<file path="config.mk">
export PLATFORM = sky130hd
export DESIGN_NAME = block_rms_level_meter
export DESIGN_NICKNAME = d
export VERILOG_FILES = /design/src/design/brms_pkg.sv /design/src/design/block_rms_level_meter.sv
export SDC_FILE = /design/constraint.sdc
export NUM_CORES = 1
export LEC_CHECK = 0
export ABC_CLOCK_PERIOD_IN_PS = 9000
export BUFFER_PORTS_ARGS = -buffer_cell sky130_fd_sc_hd__clkbuf_2
export CAP_MARGIN = 40
export CORE_MARGIN = 2
export CORE_UTILIZATION = 60
export CTS_BUF_LIST = sky130_fd_sc_hd__clkbuf_4 sky130_fd_sc_hd__clkbuf_8
export DETAILED_ROUTE_END_ITERATION = 12
export GPL_TIMING_DRIVEN = 0
export MAX_ROUTING_LAYER = met4
export PLACE_DENSITY = 0.78
export SYNTH_ARGS = -nofsm -noshare
export SYNTH_HDL_FRONTEND = slang
export SYNTH_SLANG_ARGS = --single-unit
</file>
<file path="constraint.sdc">
create_clock -name clk -period 9 [get_ports clk]
set_input_delay 1.35 -clock clk [delete_from_list [all_inputs] [get_ports clk]]
set_output_delay 1.35 -clock clk [all_outputs]
set_load 0.03 [all_outputs]
</file>
<file path="src/design/brms_pkg.sv">
// ----------------------------------------------------------------------------
// brms_pkg
// Types and constants shared by the block RMS level meter.
// ----------------------------------------------------------------------------
package brms_pkg;

  localparam int unsigned MAX_BLOCK_SAMPLES = 4096;
  localparam int unsigned BLK_LEN_RESET     = 1024;

  localparam int unsigned SAMPLE_W = 16;
  localparam int unsigned COUNT_W  = 13;
  localparam int unsigned SUM_W    = 43;
  localparam int unsigned PROD_W   = 2 * SAMPLE_W;
  localparam int unsigned ROOT_W   = PROD_W / 2;

  typedef struct packed {
    logic signed [SAMPLE_W-1:0] sample;
    logic                       end_of_stream;
  } in_t;

  typedef struct packed {
    logic [ROOT_W-1:0]  rms;
    logic [COUNT_W-1:0] block_samples;
  } out_t;

endpackage

</file>
<file path="src/design/block_rms_level_meter.sv">
// ----------------------------------------------------------------------------
// block_rms_level_meter
// Block RMS meter: sums sample squares, emits floor(sqrt(sum / count)) per block.
// ----------------------------------------------------------------------------
//  channel | direction | handshake            | payload
//  in_     | input     | in_valid / in_ready   | brms_pkg::in_t  (sample, end_of_stream)
//  out_    | output    | out_valid / out_ready | brms_pkg::out_t (rms, block_samples)
//  cfg_    | input     | cfg_valid / cfg_ready | block length, 13 bits
//
//  One sample at a time. A sample that closes no block passes through the
//  shift-add square and the accumulate, then returns to idle.
//  A sample that closes a block then adds restoring division (one quotient
//  bit per cycle), square root (a load, then one root bit per cycle) and a
//  load of the output register, which waits while that register is full.
//  Synchronous active-low reset; block size returns to 1024, sum and count clear.
//  A full output register holds the finished result until out_ready.
// ----------------------------------------------------------------------------
module block_rms_level_meter (
  input  logic                           clk,
  input  logic                           rst_n,
  input  logic                           in_valid,
  output logic                           in_ready,
  input  brms_pkg::in_t                  in_data,
  output logic                           out_valid,
  input  logic                           out_ready,
  output brms_pkg::out_t                 out_data,
  input  logic                           cfg_valid,
  output logic                           cfg_ready,
  input  logic [brms_pkg::COUNT_W-1:0]   cfg_data
);

  localparam int unsigned SW = brms_pkg::SAMPLE_W;
  localparam int unsigned CW = brms_pkg::COUNT_W;
  localparam int unsigned AW = brms_pkg::SUM_W;
  localparam int unsigned PW = brms_pkg::PROD_W;
  localparam int unsigned RW = brms_pkg::ROOT_W;
  localparam int unsigned MUL_STEPS  = SW;
  localparam int unsigned DIV_STEPS  = AW;
  localparam int unsigned SQRT_STEPS = RW;
  localparam int unsigned STEP_W     = $clog2(DIV_STEPS + 1);
  localparam int unsigned SREM_W     = RW + 1;
  localparam int unsigned STRY_W     = RW + 3;

  typedef enum logic [2:0] {
    S_IDLE,
    S_MUL,
    S_ACC,
    S_DIV,
    S_SQRT,
    S_OUT
  } state_t;

  state_t             state_r;
  logic [CW-1:0]      blk_len_r;
  logic [AW-1:0]      sum_r;
  logic [CW-1:0]      count_r;
  logic [SW-1:0]      mcand_r;
  logic [PW-1:0]      prod_r;
  logic               last_r;
  logic [STEP_W-1:0]  step_r;
  logic [CW-1:0]      drem_r;
  logic [AW-1:0]      dq_r;
  logic [SREM_W-1:0]  srem_r;
  logic [RW-1:0]      root_r;
  logic               out_valid_r;
  brms_pkg::out_t     out_data_r;

  logic [SW-1:0]      mag_nxt;
  logic [SW:0]        mul_add_nxt;
  logic [AW-1:0]      sum_nxt;
  logic [CW-1:0]      count_nxt;
  logic [CW-1:0]      eff_size;
  logic               close_nxt;
  logic [CW:0]        div_try;
  logic               div_bit;
  logic [STRY_W-1:0]  sqrt_try;
  logic [STRY_W-1:0]  sqrt_sub;
  logic               sqrt_bit;
  logic               out_load;

  always_comb begin
    mag_nxt     = in_data.sample[SW-1] ? SW'(~in_data.sample + 1'b1) : SW'(in_data.sample);
    mul_add_nxt = {1'b0, prod_r[PW-1:SW]} + (prod_r[0] ? {1'b0, mcand_r} : '0);
    sum_nxt     = sum_r + AW'(prod_r);
    count_nxt   = count_r + 1'b1;
    if (32'(blk_len_r) > brms_pkg::MAX_BLOCK_SAMPLES) begin
      eff_size = CW'(brms_pkg::MAX_BLOCK_SAMPLES);
    end else begin
      eff_size = blk_len_r;
    end
    close_nxt = (count_nxt >= eff_size) || last_r;
    div_try   = {drem_r, dq_r[AW-1]};
    div_bit   = div_try >= {1'b0, count_r};
    sqrt_try  = {srem_r, prod_r[PW-1 -: 2]};
    sqrt_sub  = {1'b0, root_r, 2'b01};
    sqrt_bit  = sqrt_try >= sqrt_sub;
    out_load  = (state_r == S_OUT) && (!out_valid_r || out_ready);
  end

  always_ff @(posedge clk) begin
    if (!rst_n) begin
      state_r      <= S_IDLE;
      blk_len_r    <= CW'(brms_pkg::BLK_LEN_RESET);
      sum_r        <= '0;
      count_r      <= '0;
      out_valid_r  <= 1'b0;
      step_r       <= '0;
    end else begin
      if (cfg_valid) begin
        blk_len_r <= cfg_data;
      end
      if (out_load) begin
        out_valid_r <= 1'b1;
      end else if (out_valid_r && out_ready) begin
        out_valid_r <= 1'b0;
      end
      unique case (state_r)
        S_IDLE: begin
          if (in_valid) begin
            if (blk_len_r == '0) begin
              sum_r   <= '0;
              count_r <= '0;
            end else begin
              mcand_r <= mag_nxt;
              prod_r  <= {{SW{1'b0}}, mag_nxt};
              last_r  <= in_data.end_of_stream;
              step_r  <= '0;
              state_r <= S_MUL;
            end
          end
        end
        S_MUL: begin
          prod_r <= {mul_add_nxt, prod_r[SW-1:1]};
          step_r <= step_r + 1'b1;
          if (step_r == STEP_W'(MUL_STEPS - 1)) begin
            state_r <= S_ACC;
          end
        end
        S_ACC: begin
          count_r <= count_nxt;
          if (close_nxt) begin
            sum_r   <= '0;
            dq_r    <= sum_nxt;
            drem_r  <= '0;
            step_r  <= '0;
            state_r <= S_DIV;
          end else begin
            sum_r   <= sum_nxt;
            state_r <= S_IDLE;
          end
        end
        S_DIV: begin
          drem_r <= div_bit ? CW'(div_try - {1'b0, count_r}) : CW'(div_try);
          dq_r   <= {dq_r[AW-2:0], div_bit};
          if (step_r == STEP_W'(DIV_STEPS - 1)) begin
            step_r  <= '0;
            state_r <= S_SQRT;
          end else begin
            step_r <= step_r + 1'b1;
          end
        end
        S_SQRT: begin
          if (step_r == '0) begin
            prod_r <= dq_r[PW-1:0];
            srem_r <= '0;
            root_r <= '0;
            step_r <= step_r + 1'b1;
          end else begin
            srem_r <= sqrt_bit ? SREM_W'(sqrt_try - sqrt_sub) : SREM_W'(sqrt_try);
            root_r <= {root_r[RW-2:0], sqrt_bit};
            prod_r <= {prod_r[PW-3:0], 2'b00};
            step_r <= step_r + 1'b1;
            if (step_r == STEP_W'(SQRT_STEPS)) begin
              state_r <= S_OUT;
            end
          end
        end
        S_OUT: begin
          if (out_load) begin
            out_data_r.rms           <= root_r;
            out_data_r.block_samples <= count_r;
            count_r                  <= '0;
            state_r                  <= S_IDLE;
          end
        end
        default: begin
          state_r <= S_IDLE;
        end
      endcase
    end
  end

  assign in_ready  = (state_r == S_IDLE);
  assign cfg_ready = 1'b1;
  assign out_valid = out_valid_r;
  assign out_data  = out_data_r;

`ifndef ASSERT_OFF
  a_count_bound: assert property (@(posedge clk) disable iff (!rst_n)
    32'(count_r) <= brms_pkg::MAX_BLOCK_SAMPLES)
    else $error("sample count beyond block limit");

  a_out_count: assert property (@(posedge clk) disable iff (!rst_n)
    out_valid_r |-> out_data_r.block_samples != '0)
    else $error("result with empty block");

  a_out_range: assert property (@(posedge clk) disable iff (!rst_n)
    out_valid_r |-> out_data_r.rms <= 16'h8000)
    else $error("rms above full scale");

  a_disabled: assert property (@(posedge clk) disable iff (!rst_n)
    (in_valid && in_ready && blk_len_r == '0) |=> (in_ready && count_r == '0))
    else $error("disabled meter started work");
`endif

endmodule

</file>
==> qor.yml, run 1 <==
ir_worst_vdd_v: 0.000151
slowest_delay_ps: 710
cp_top_family: "simple AND/OR/NAND/NOR gates"
hp-start: "root_r[1]"
yosysWarnings: 0
min_period_over_period_pct: 51.4
overflow: 0
via_per_inst: 6.06
dp.cells: 1893
crit_start: "count_r[0]"
die_w_um: 160
cts_resized: 0
power_density_nw_per_um2: 216
cts_buffers: 42
synth_edf_count: 167
num_rows: 57
drt-pass1-iter-count: 5
path_cells: "and3_1 -> and3_1 -> and3_1 -> and3_1 -> nand3_1 -> xnor2_1 -> ha_1 -> nor4_1 -> nand2_1 -> a311o_1 -> a211oi_1 -> nand2_1 -> or4_1 -> nand3_1"
status: "finished clean"
drive_gt1_share_pct: 11.4
cpMostUsedCell: "and3_1"
critPathRequiredTime_ps: 9490
io_buffers: 64
clock_skew_ps: 27.9
p_leak_nw: 6.54
cts_tree: "built"
crit_buf_inv: 0
path_max_fanout: 8
clock_path_buffers: 3
slowest_stage: "a211oi_1"
n_fill_cell: 1933
routabilityCongestion: 0.951
crit-reg2reg-launch: "count_r[0]"
synth_seq_area_share_pct: 45.1
grt_max_degree: 30
arrival_ps: 5110
rsz0062_at_grt: "no"
multi_input_area_um2: 7620
dieArea_um2: 25700
yosysMostFrequentCell: "edfxtp_1"
endpoint_kind: "flop"
rrSetupSlack_ps: 4370
antenna_left: 0
synth_flop_cell: "edfxtp_1"
area_delta_synth_final_pct: 11.7
placed_area_um2: 15500
vias: 11900
final_util_pct: 67.9
fp.dieH_um: 160
yosysTopAreaCell: "edfxtp_1"
finalSetupTns_ps: 0
synth.distinct_cells: 78
htreeDepth: 2
first_iter_violations: 995
cts_hold_buf: 0
stdcell_area_um2: 16400
cap_violations: 0
worst_slack_ps: 4370
finalCriticalPeriod_ps: 4630
drc: 0
dpl.hpwl_um: 26900
synth-seq-cells: 246
syn-num-nets: 1629
synth_top_area_share_pct: 34.3
regArea_um2: 6600
synthTopCellsByArea: "edfxtp_1 (34%), dfxtp_1 (11%), ha_1 (8.3%)"
holdCritPathClass: "flop to flop"
max_slew_margin_pct: 41.5
synthCells: 1494
async_flop_share_pct: 0
finalMaxSlewViolations: 0
grt_usage_pct: 28.9
cts.sinks: 246
clk_pin_slew_worst_paths_ps: 60
syn_area_um2: 14600
worst_slew_pin_slew_ps: 878
grt_pass1_vias: 11500
start_kind: "flop"
start_util_pct: 60.7
post-cts-setup-buffers: 0
antenna_cells: 0
grt_pass1_wl_um: 57700
fmax_ghz: 0.216
pre_cts_ws_ps: 4470
setup_violations: 0
totalWireLength_um: 36200
ys_top_cells_by_count: "edfxtp_1 (167), nor2_1 (160), nand2_1 (156), ha_1 (97), a21oi_1 (92)"
grt_antenna_before_repair: 0
ios: 67
hold_violations: 0
path_class: "flop to flop"
fin_nets: 1748
clockRootBuffer: "clkbuf_8"
core_um2: 24100
clk-insertion-delay-late_ps: 560
wl_per_cell_um: 18.4
stdcell_count: 1969
synth_area_per_cell_um2: 9.80
cells in the final DEF, fill, tap and decap left out, types with 14 or more instances in the layout:
master and count:
a221o_1 15, o22ai_1 14, nand3_1 22, nand4_1 14, edfxtp_1 167, o21ai_0 64, and3_1 21, a21o_1 26
mux2i_1 54, or3_1 14, nand2_1 156, a21oi_1 91, dfxtp_1 79, a211oi_1 17, and2_1 23, clkbuf_8 48
clkbuf_2 64, ha_1 97, inv_1 55, xnor2_1 66, a22oi_1 22, xor2_1 29, nor2_1 158, clkbuf_4 16
clkbuf_1 53, nor3_1 34
cell families (layout without fill, tap and decap cells):
logic type                 Yosys count  after routing  share of synthesized area, %
buffers and inverters              120            271                          3.14
and+or+nand+nor                    502            502                          15.8
DFF                                246            246                          45.1
AOI/OAI and AO/OA                  365            365                          17.0
other                                1              1                        0.0256
adders and majority gates          100            100                          8.70
muxes                               65             65                          4.54
xor gates and xnor gates            95             95                          5.68
where the power goes:
part           internal (W)  leakage [nW]  total (W)  switching, W
combinational      0.000398          3.91    0.00107      0.000673
clock              0.000553         0.450    0.00101      0.000462
sequential          0.00136          2.19    0.00145     0.0000914
final timing paths:
check                               endpoint  depth (start not counted)
worst max register to register     sum_r[27]                         14
worst min register to register  out_data[14]                          0
worst min-delay path            out_data[14]                          0
worst max-delay path               sum_r[27]                         14
metal layers:
| metal | global-route usage [%] | up-vias | routed length, um |
|---|---|---|---|
| met5 | - | - | 0 |
| met4 | 10.0 | 0 | 1230 |
| met1 | 35.7 | 5642 | 15100 |
| met3 | 3.95 | 92 | 2300 |
| met2 | 48.8 | 458 | 17500 |
| li1 | - | 5745 | - |
final cells by class:
type	instances	area share, %
multi-input cells	1128	46.6
clock buffers	64	4.77
clock inverters	12	0.344
plain buffers	64	1.52
repair buffers	75	2.69
well taps	324	2.48
flip-flops and latches	246	40.3
inverters	56	1.29
registers in the layout, summed over array words and instances, names as in the netlist:
signal and flops:
blk_len_r 13, count_r 13, dq_r 43, drem_r 13
last_r 1, mcand_r 16, out_data 29, out_valid 1
prod_r 32, root_r 16, srem_r 17, state_r 3
step_r 6, sum_r 43
through the flow:
step	hold slack (ps)	power [W]
final	444	0.00354
after detailed placement	434	0.00252
after CTS	440	0.00353
after floorplan	426	0.00222
after global routing	452	0.00371
after global placement	431	0.00248
No activity file was read; power rests on OpenSTA's default activity.
==> run 2, diff against run 1 <==
--- a/config.mk
+++ b/config.mk
@@ -5,16 +5,16 @@
 export SDC_FILE = /design/constraint.sdc
 export NUM_CORES = 1
 export LEC_CHECK = 0
-export ABC_CLOCK_PERIOD_IN_PS = 9000
+export ABC_CLOCK_PERIOD_IN_PS = 4100
 export BUFFER_PORTS_ARGS = -buffer_cell sky130_fd_sc_hd__clkbuf_2
 export CAP_MARGIN = 40
 export CORE_MARGIN = 2
-export CORE_UTILIZATION = 60
+export CORE_UTILIZATION = 58
 export CTS_BUF_LIST = sky130_fd_sc_hd__clkbuf_4 sky130_fd_sc_hd__clkbuf_8
 export DETAILED_ROUTE_END_ITERATION = 12
 export GPL_TIMING_DRIVEN = 0
 export MAX_ROUTING_LAYER = met4
-export PLACE_DENSITY = 0.78
+export PLACE_DENSITY = 0.79
 export SYNTH_ARGS = -nofsm -noshare
 export SYNTH_HDL_FRONTEND = slang
 export SYNTH_SLANG_ARGS = --single-unit
==> constraint.sdc (replaced) <==
create_clock -name clk -period 4.1 [get_ports clk]
set_input_delay 0.615 -clock clk [delete_from_list [all_inputs] [get_ports clk]]
set_output_delay 0.615 -clock clk [all_outputs]
set_load 0.03 [all_outputs]
==> run 2 against run 1 <==
Cell count increased by 0.41%. Final area up 0.76%. Highest routed layer unchanged. Register-to-register slack lost 4200 ps. Die area grew 3.4%. Via count about the same. Sequential share of layout area down 0.25 points. First-iteration DRC count shrank 3.9%. Core utilization is 1.8 points lower. Non-clock buffer count increased by 2. Clock power is 120% higher. Clock skew decreased by 6.7 ps.
==> qor.yml, run 2 (synthesis results as in run 1) <==
fp.dieH_um: 163  # +1.7%
crit_start: "count_r[0]"
clock_skew_ps: 21.2  # -6.72 ps
clk-insertion-delay-late_ps: 550  # about the same
cap_violations: 0  # unchanged
grt_max_degree: 30  # unchanged
cts_hold_buf: 0  # unchanged
antenna_cells: 0  # unchanged
antenna_left: 0  # unchanged
start_util_pct: 58.7  # -2.1 points
htreeDepth: 2  # unchanged
endpoint_kind: "flop"
path_max_fanout: 24  # +16
hold_violations: 0  # unchanged
stdcell_area_um2: 16500  # +0.76%
max_slew_margin_pct: 40.0  # -1.5 points
num_rows: 58  # +1.8%
top_regs: "dq_r (43), sum_r (43), prod_r (32)"
arrival_ps: 4190  # -920 ps
endpoint: "drem_r[7]"
path_class: "flop to flop"
io_buffers: 64  # unchanged
vias: 11900  # +0.017%
critPathRequiredTime_ps: 4390  # -5100 ps
drive_gt1_share_pct: 12.1  # +0.71 points
rsz0062_at_grt: "no"
routabilityCongestion: 0.951  # unchanged
timing.rr.end: "drem_r[7]"
worst_slew_pin_slew_ps: 900  # +22.8 ps
die_w_um: 163  # +1.7%
final_common_cell: "edfxtp_1"
dieArea_um2: 26500  # +3.4%
grt_pass1_wl_um: 57800  # +0.16%
worstRegToRegCells: 15  # +1
holdCritPathClass: "input pin to flop"
setup_violations: 0  # unchanged
final_cell_mix: "edfxtp_1 (167), nor2_1 (158), nand2_1 (155)"
overflow: 0  # unchanged
status: "finished clean"
rrSetupSlack_ps: 200  # -4170 ps
totalWireLength_um: 36600  # +1.2%
multi_input_area_um2: 7660  # +0.53%
power_density_nw_per_um2: 472  # +120%
clockRootBuffer: "clkbuf_8"
cts_buffers: 41  # -2.4%
grt_pass1_vias: 11500  # +0.30%
drt-pass1-iter-count: 7  # +2
cts.sinks: 246  # unchanged
start_kind: "flop"
wl_per_cell_um: 18.5  # +0.75%
clk_pin_slew_worst_paths_ps: 60  # about the same
p_leak_nw: 6.57  # +0.45%
finalCriticalPeriod_ps: 3900  # -730 ps
clock_path_buffers: 3  # unchanged
grt_usage_pct: 28.2  # -0.62 points
grt_antenna_before_repair: 0  # unchanged
dpl.hpwl_um: 27000  # +0.23%
placed_area_um2: 15600  # +0.31%
min_period_over_period_pct: 95.1  # +44 points
ios: 67  # unchanged
regArea_um2: 6610  # +0.13%
crit-reg2reg-launch: "count_r[0]"
n_fill_cell: 2019  # +4.4%
ir_worst_vdd_v: 0.000377  # +150%
cts_tree: "built"
area_delta_synth_final_pct: 12.6
via_per_inst: 6.04  # -0.39%
finalSetupTns_ps: 0  # unchanged
first_iter_violations: 956  # -3.9%
drc: 0  # unchanged
fmax_ghz: 0.256  # +19%
finalMaxSlewViolations: 0  # unchanged
fin_nets: 1749  # +0.057%
core_um2: 25000  # +3.6%
==> run 2: worst max-delay path, stage by stage (launching register included) <==
cell and delay (ps):
dfxtp_4 420, ha_1 190, and3_1 200, and3_1 230, and3_1 250, and3_1 260, nand3_1 130, xnor2_1 290
ha_1 290, a311o_1 390, a21o_1 180, clkbuf_4 190, nand2_1 170, a21oi_4 80, buf_4 200, buf_16 170
==> run 2: power breakdown <==
| part | internal, W | switching (W) |
|---|---|---|
| clock network | 0.00122 | 0.000995 |
| registers | 0.00298 | 0.000200 |
| logic | 0.000889 | 0.00150 |
==> run 2: metrics by stage <==
step	std cells	util (%)	setup slack (ps)	total power (W)	hold slack, ps
2_1_floorplan	1494	-	41.5	0.00486	426
3_3_place_gp	1888	61.7	-936	0.00543	430
3_5_place_dp	1898	62.4	-432	0.00555	436
4_1_cts	1977	65.9	65.3	0.00777	237
5_1_grt	1977	66.0	22.4	0.00816	253
6_report	1977	66.0	201	0.00779	251
==> run 2: worst min-delay path by stage <==
stage | startpoint | end | slack (ps) | depth (start not counted)
after floorplan | root_r[0] | out_data[13] | 430 | 0
after global placement | root_r[3] | out_data[16] | 430 | 0
after detailed placement | root_r[3] | out_data[16] | 440 | 0
after CTS | in_data[0] | last_r | 240 | 1
after global routing | in_data[0] | last_r | 250 | 1
final | in_data[0] | last_r | 250 | 1
==> run 2: cell type report <==
cell class / instances / area share [%]
Tap cell: 330 / 2.51
Multi-Input combinational cell: 1128 / 46.5
Clock buffer: 63 / 4.77
Buffer: 64 / 1.57
Inverter: 56 / 1.28
Sequential cell: 246 / 40.1
Timing Repair Buffer: 77 / 2.98
Clock inverter: 13 / 0.349
==> run 2: per-layer routing <==
layer	routed length [um]	GRT usage (%)
met4	1740	13.5
met5	0	-
met3	2190	3.85
met1	15400	34.9
met2	17300	45.9
==> run 2: timing repair <==
item / 4_1_cts / 5_1_grt
resized for setup: 7 / 14
endpoints found under the setup margin: 91 / 87
pin swaps: 1 / 1
hold endpoints to repair: 0 / 0
setup buffers: 3 / 0
==> run 3, diff against run 2 <==
--- a/config.mk
+++ b/config.mk
@@ -9,12 +9,12 @@
 export BUFFER_PORTS_ARGS = -buffer_cell sky130_fd_sc_hd__clkbuf_2
 export CAP_MARGIN = 40
 export CORE_MARGIN = 2
-export CORE_UTILIZATION = 58
+export CORE_UTILIZATION = 50
 export CTS_BUF_LIST = sky130_fd_sc_hd__clkbuf_4 sky130_fd_sc_hd__clkbuf_8
 export DETAILED_ROUTE_END_ITERATION = 12
 export GPL_TIMING_DRIVEN = 0
 export MAX_ROUTING_LAYER = met4
-export PLACE_DENSITY = 0.79
+export PLACE_DENSITY = 0.7
 export SYNTH_ARGS = -nofsm -noshare
 export SYNTH_HDL_FRONTEND = slang
 export SYNTH_SLANG_ARGS = --single-unit
==> constraint.sdc (replaced) <==
create_clock -name clk -period 4.1 [get_ports clk]
set_input_delay 0.41 -clock clk [delete_from_list [all_inputs] [get_ports clk]]
set_output_delay 0.41 -clock clk [all_outputs]
set_load 0.03 [all_outputs]
==> run 3 against run 2 <==
Clock skew grew 12 ps. Routed wire length is essentially flat. Maximum frequency is essentially flat. Count of clock-buffer cells in the layout shrank 3. Sequential share of layout area shrank 0.27 points. Hold slack lost 210 ps. Final area grew 0.63%. First-iteration DRC count shrank 11%. Largest power group unchanged. Critical endpoint is now dq_r[15].
==> qor.yml, run 3 (synthesis results as in run 1) <==
finalCriticalPeriod_ps: 3900  # -0.772 ps
min_period_over_period_pct: 95.1  # about the same
placed_area_um2: 15600  # +0.37%
fp.dieH_um: 175  # +7.5%
critPathRequiredTime_ps: 4410  # +20 ps
drc: 0  # unchanged
endpoint_kind: "flop"
antenna_left: 0  # unchanged
clk-insertion-delay-late_ps: 570  # +20 ps
clock_skew_ps: 32.7  # +11.5 ps
status: "finished clean"
grt_pass1_vias: 11400  # -1.6%
via_per_inst: 5.77  # -4.4%
worst_slew_pin_slew_ps: 888  # -12.4 ps
htreeDepth: 2  # unchanged
multi_input_area_um2: 7660  # about the same
p_int_w: 0.00507  # -0.37%
ios: 67  # unchanged
finalMaxSlewViolations: 0  # unchanged
core_um2: 28800  # +15%
worst_slack_ps: 202  # +0.772 ps
whs_ps: 39.2  # -212 ps
comb_power_share_pct: 30.5  # -0.2 points
start_kind: "flop"
hold_violations: 0  # unchanged
regArea_um2: 6600  # about the same
path_max_fanout: 13  # -46%
final_cell_mix: "edfxtp_1 (167), nor2_1 (158), nand2_1 (155)"
clock_path_buffers: 3  # unchanged
overflow: 0  # unchanged
routabilityCongestion: 0.943  # -0.85%
totalWireLength_um: 36600  # about the same
start_util_pct: 50.9  # -7.8 points
cts_tree: "built"
cts_buffers: 44  # +7.3%
arrival_ps: 4210  # +20 ps
holdCritPathClass: "input pin to flop"
final_common_cell: "edfxtp_1"
dpl.hpwl_um: 27300  # +1.1%
power_frac_clock_pct: 28.7  # +0.2 points
cts.sinks: 246  # unchanged
die_w_um: 175  # +7.5%
grt_antenna_before_repair: 0  # unchanged
drive_gt1_share_pct: 12.2  # +0.084 points
clk_pin_slew_worst_paths_ps: 60  # about the same
wl_per_cell_um: 18.0  # -3.0%
drt-pass1-iter-count: 5  # -2
first_iter_violations: 848  # -11%
p_leak_nw: 6.60  # +0.47%
num_rows: 62  # +6.9%
power_frac_seq_pct: 40.8  # about the same
max_slew_margin_pct: 40.8  # +0.83 points
final_util_pct: 57.6  # -8.4 points
cap_violations: 0  # unchanged
area_delta_synth_final_pct: 13.3
grt_pass1_wl_um: 58300  # +0.87%
vias: 11700  # -1.6%
fin_nets: 1754  # +0.29%
grt_max_degree: 30  # unchanged
pre_cts_ws_ps: -423  # +8.93 ps
path_class: "flop to flop"
grt_usage_pct: 24.4  # -3.8 points
p_sw_w: 0.00273  # +1.2%
io_buffers: 64  # unchanged
top_regs: "dq_r (43), sum_r (43), prod_r (32)"
power_density_nw_per_um2: 470  # -0.44%
cts_hold_buf: 0  # unchanged
switching_share_pct: 35.0  # +0.36 points
dieArea_um2: 30700  # +16%
clockRootBuffer: "clkbuf_8"
fmax_ghz: 0.257  # about the same
stdcell_area_um2: 16600  # +0.63%
antenna_cells: 0  # unchanged
ir_worst_vdd_v: 0.000319  # -15%
n_fill_cell: 2550  # +26%
setup_violations: 0  # unchanged
run 3: layer usage:
metal	vias to the layer above	track usage, %	routed length [um]
li1	5759	-	-
met1	5581	31.2	16100
met2	332	39.7	17500
met3	77	3.35	1850
met4	0	8.99	1060
met5	-	-	0
run 3: layout make-up:
| cell class | count | share of cell area (%) |
|---|---|---|
| buffer | 63 | 1.52 |
| clock buffer | 60 | 4.56 |
| clock inverter | 19 | 0.536 |
| inverter | 56 | 1.27 |
| multi-input combinational | 1128 | 46.2 |
| sequential | 246 | 39.8 |
| tap | 384 | 2.90 |
| timing repair buffer | 80 | 3.22 |
run 3: critical path, stage by stage, from the launching register on:
cell,delay (ps)
dfxtp_2,410
and3_4,230
and3_1,230
and3_1,240
and3_1,260
nand3_1,150
xnor2_2,180
ha_1,240
nor4_1,230
nand2_1,80
a311o_1,430
a21o_1,180
clkbuf_4,190
nand2_1,140
a21oi_4,80
buf_12,170
clkbuf_16,170
run 3: power by group through the flow:
| stage | sequential [W] | clock, W | combinational (W) |
|---|---|---|---|
| after global routing | 0.00320 | 0.00240 | 0.00264 |
| after detailed placement | 0.00323 | 0 | 0.00232 |
| after CTS | 0.00318 | 0.00229 | 0.00234 |
| after global placement | 0.00323 | 0 | 0.00222 |
| final | 0.00318 | 0.00224 | 0.00238 |
| after floorplan | 0.00313 | 0 | 0.00173 |
run 3: worst paths after layout:
kind | from | cells after the start | endpoint | slack (ps)
setup / recovery | count_r[1] | 16 | dq_r[15] | 200
hold / removal | in_data[0] | 1 | last_r | 40
setup reg to reg | count_r[1] | 16 | dq_r[15] | 200
hold reg to reg | root_r[15] | 0 | out_data[28] | 450
run 3: per-stage QoR:
step	instances	power (W)	TNS, ps
floorplan	1494	0.00486	0
global placement	1942	0.00545	-76520
detailed placement	1952	0.00555	-5950
CTS	2032	0.00781	0
global route	2036	0.00824	-906
finish	2036	0.00780	0
run 3: repair_timing:
item | CTS | global route
cloned | 0 | 1
pin swaps | 1 | 3
setup endpoints to repair | 86 | 77
resized for setup | 4 | 13
setup buffers | 2 | 3
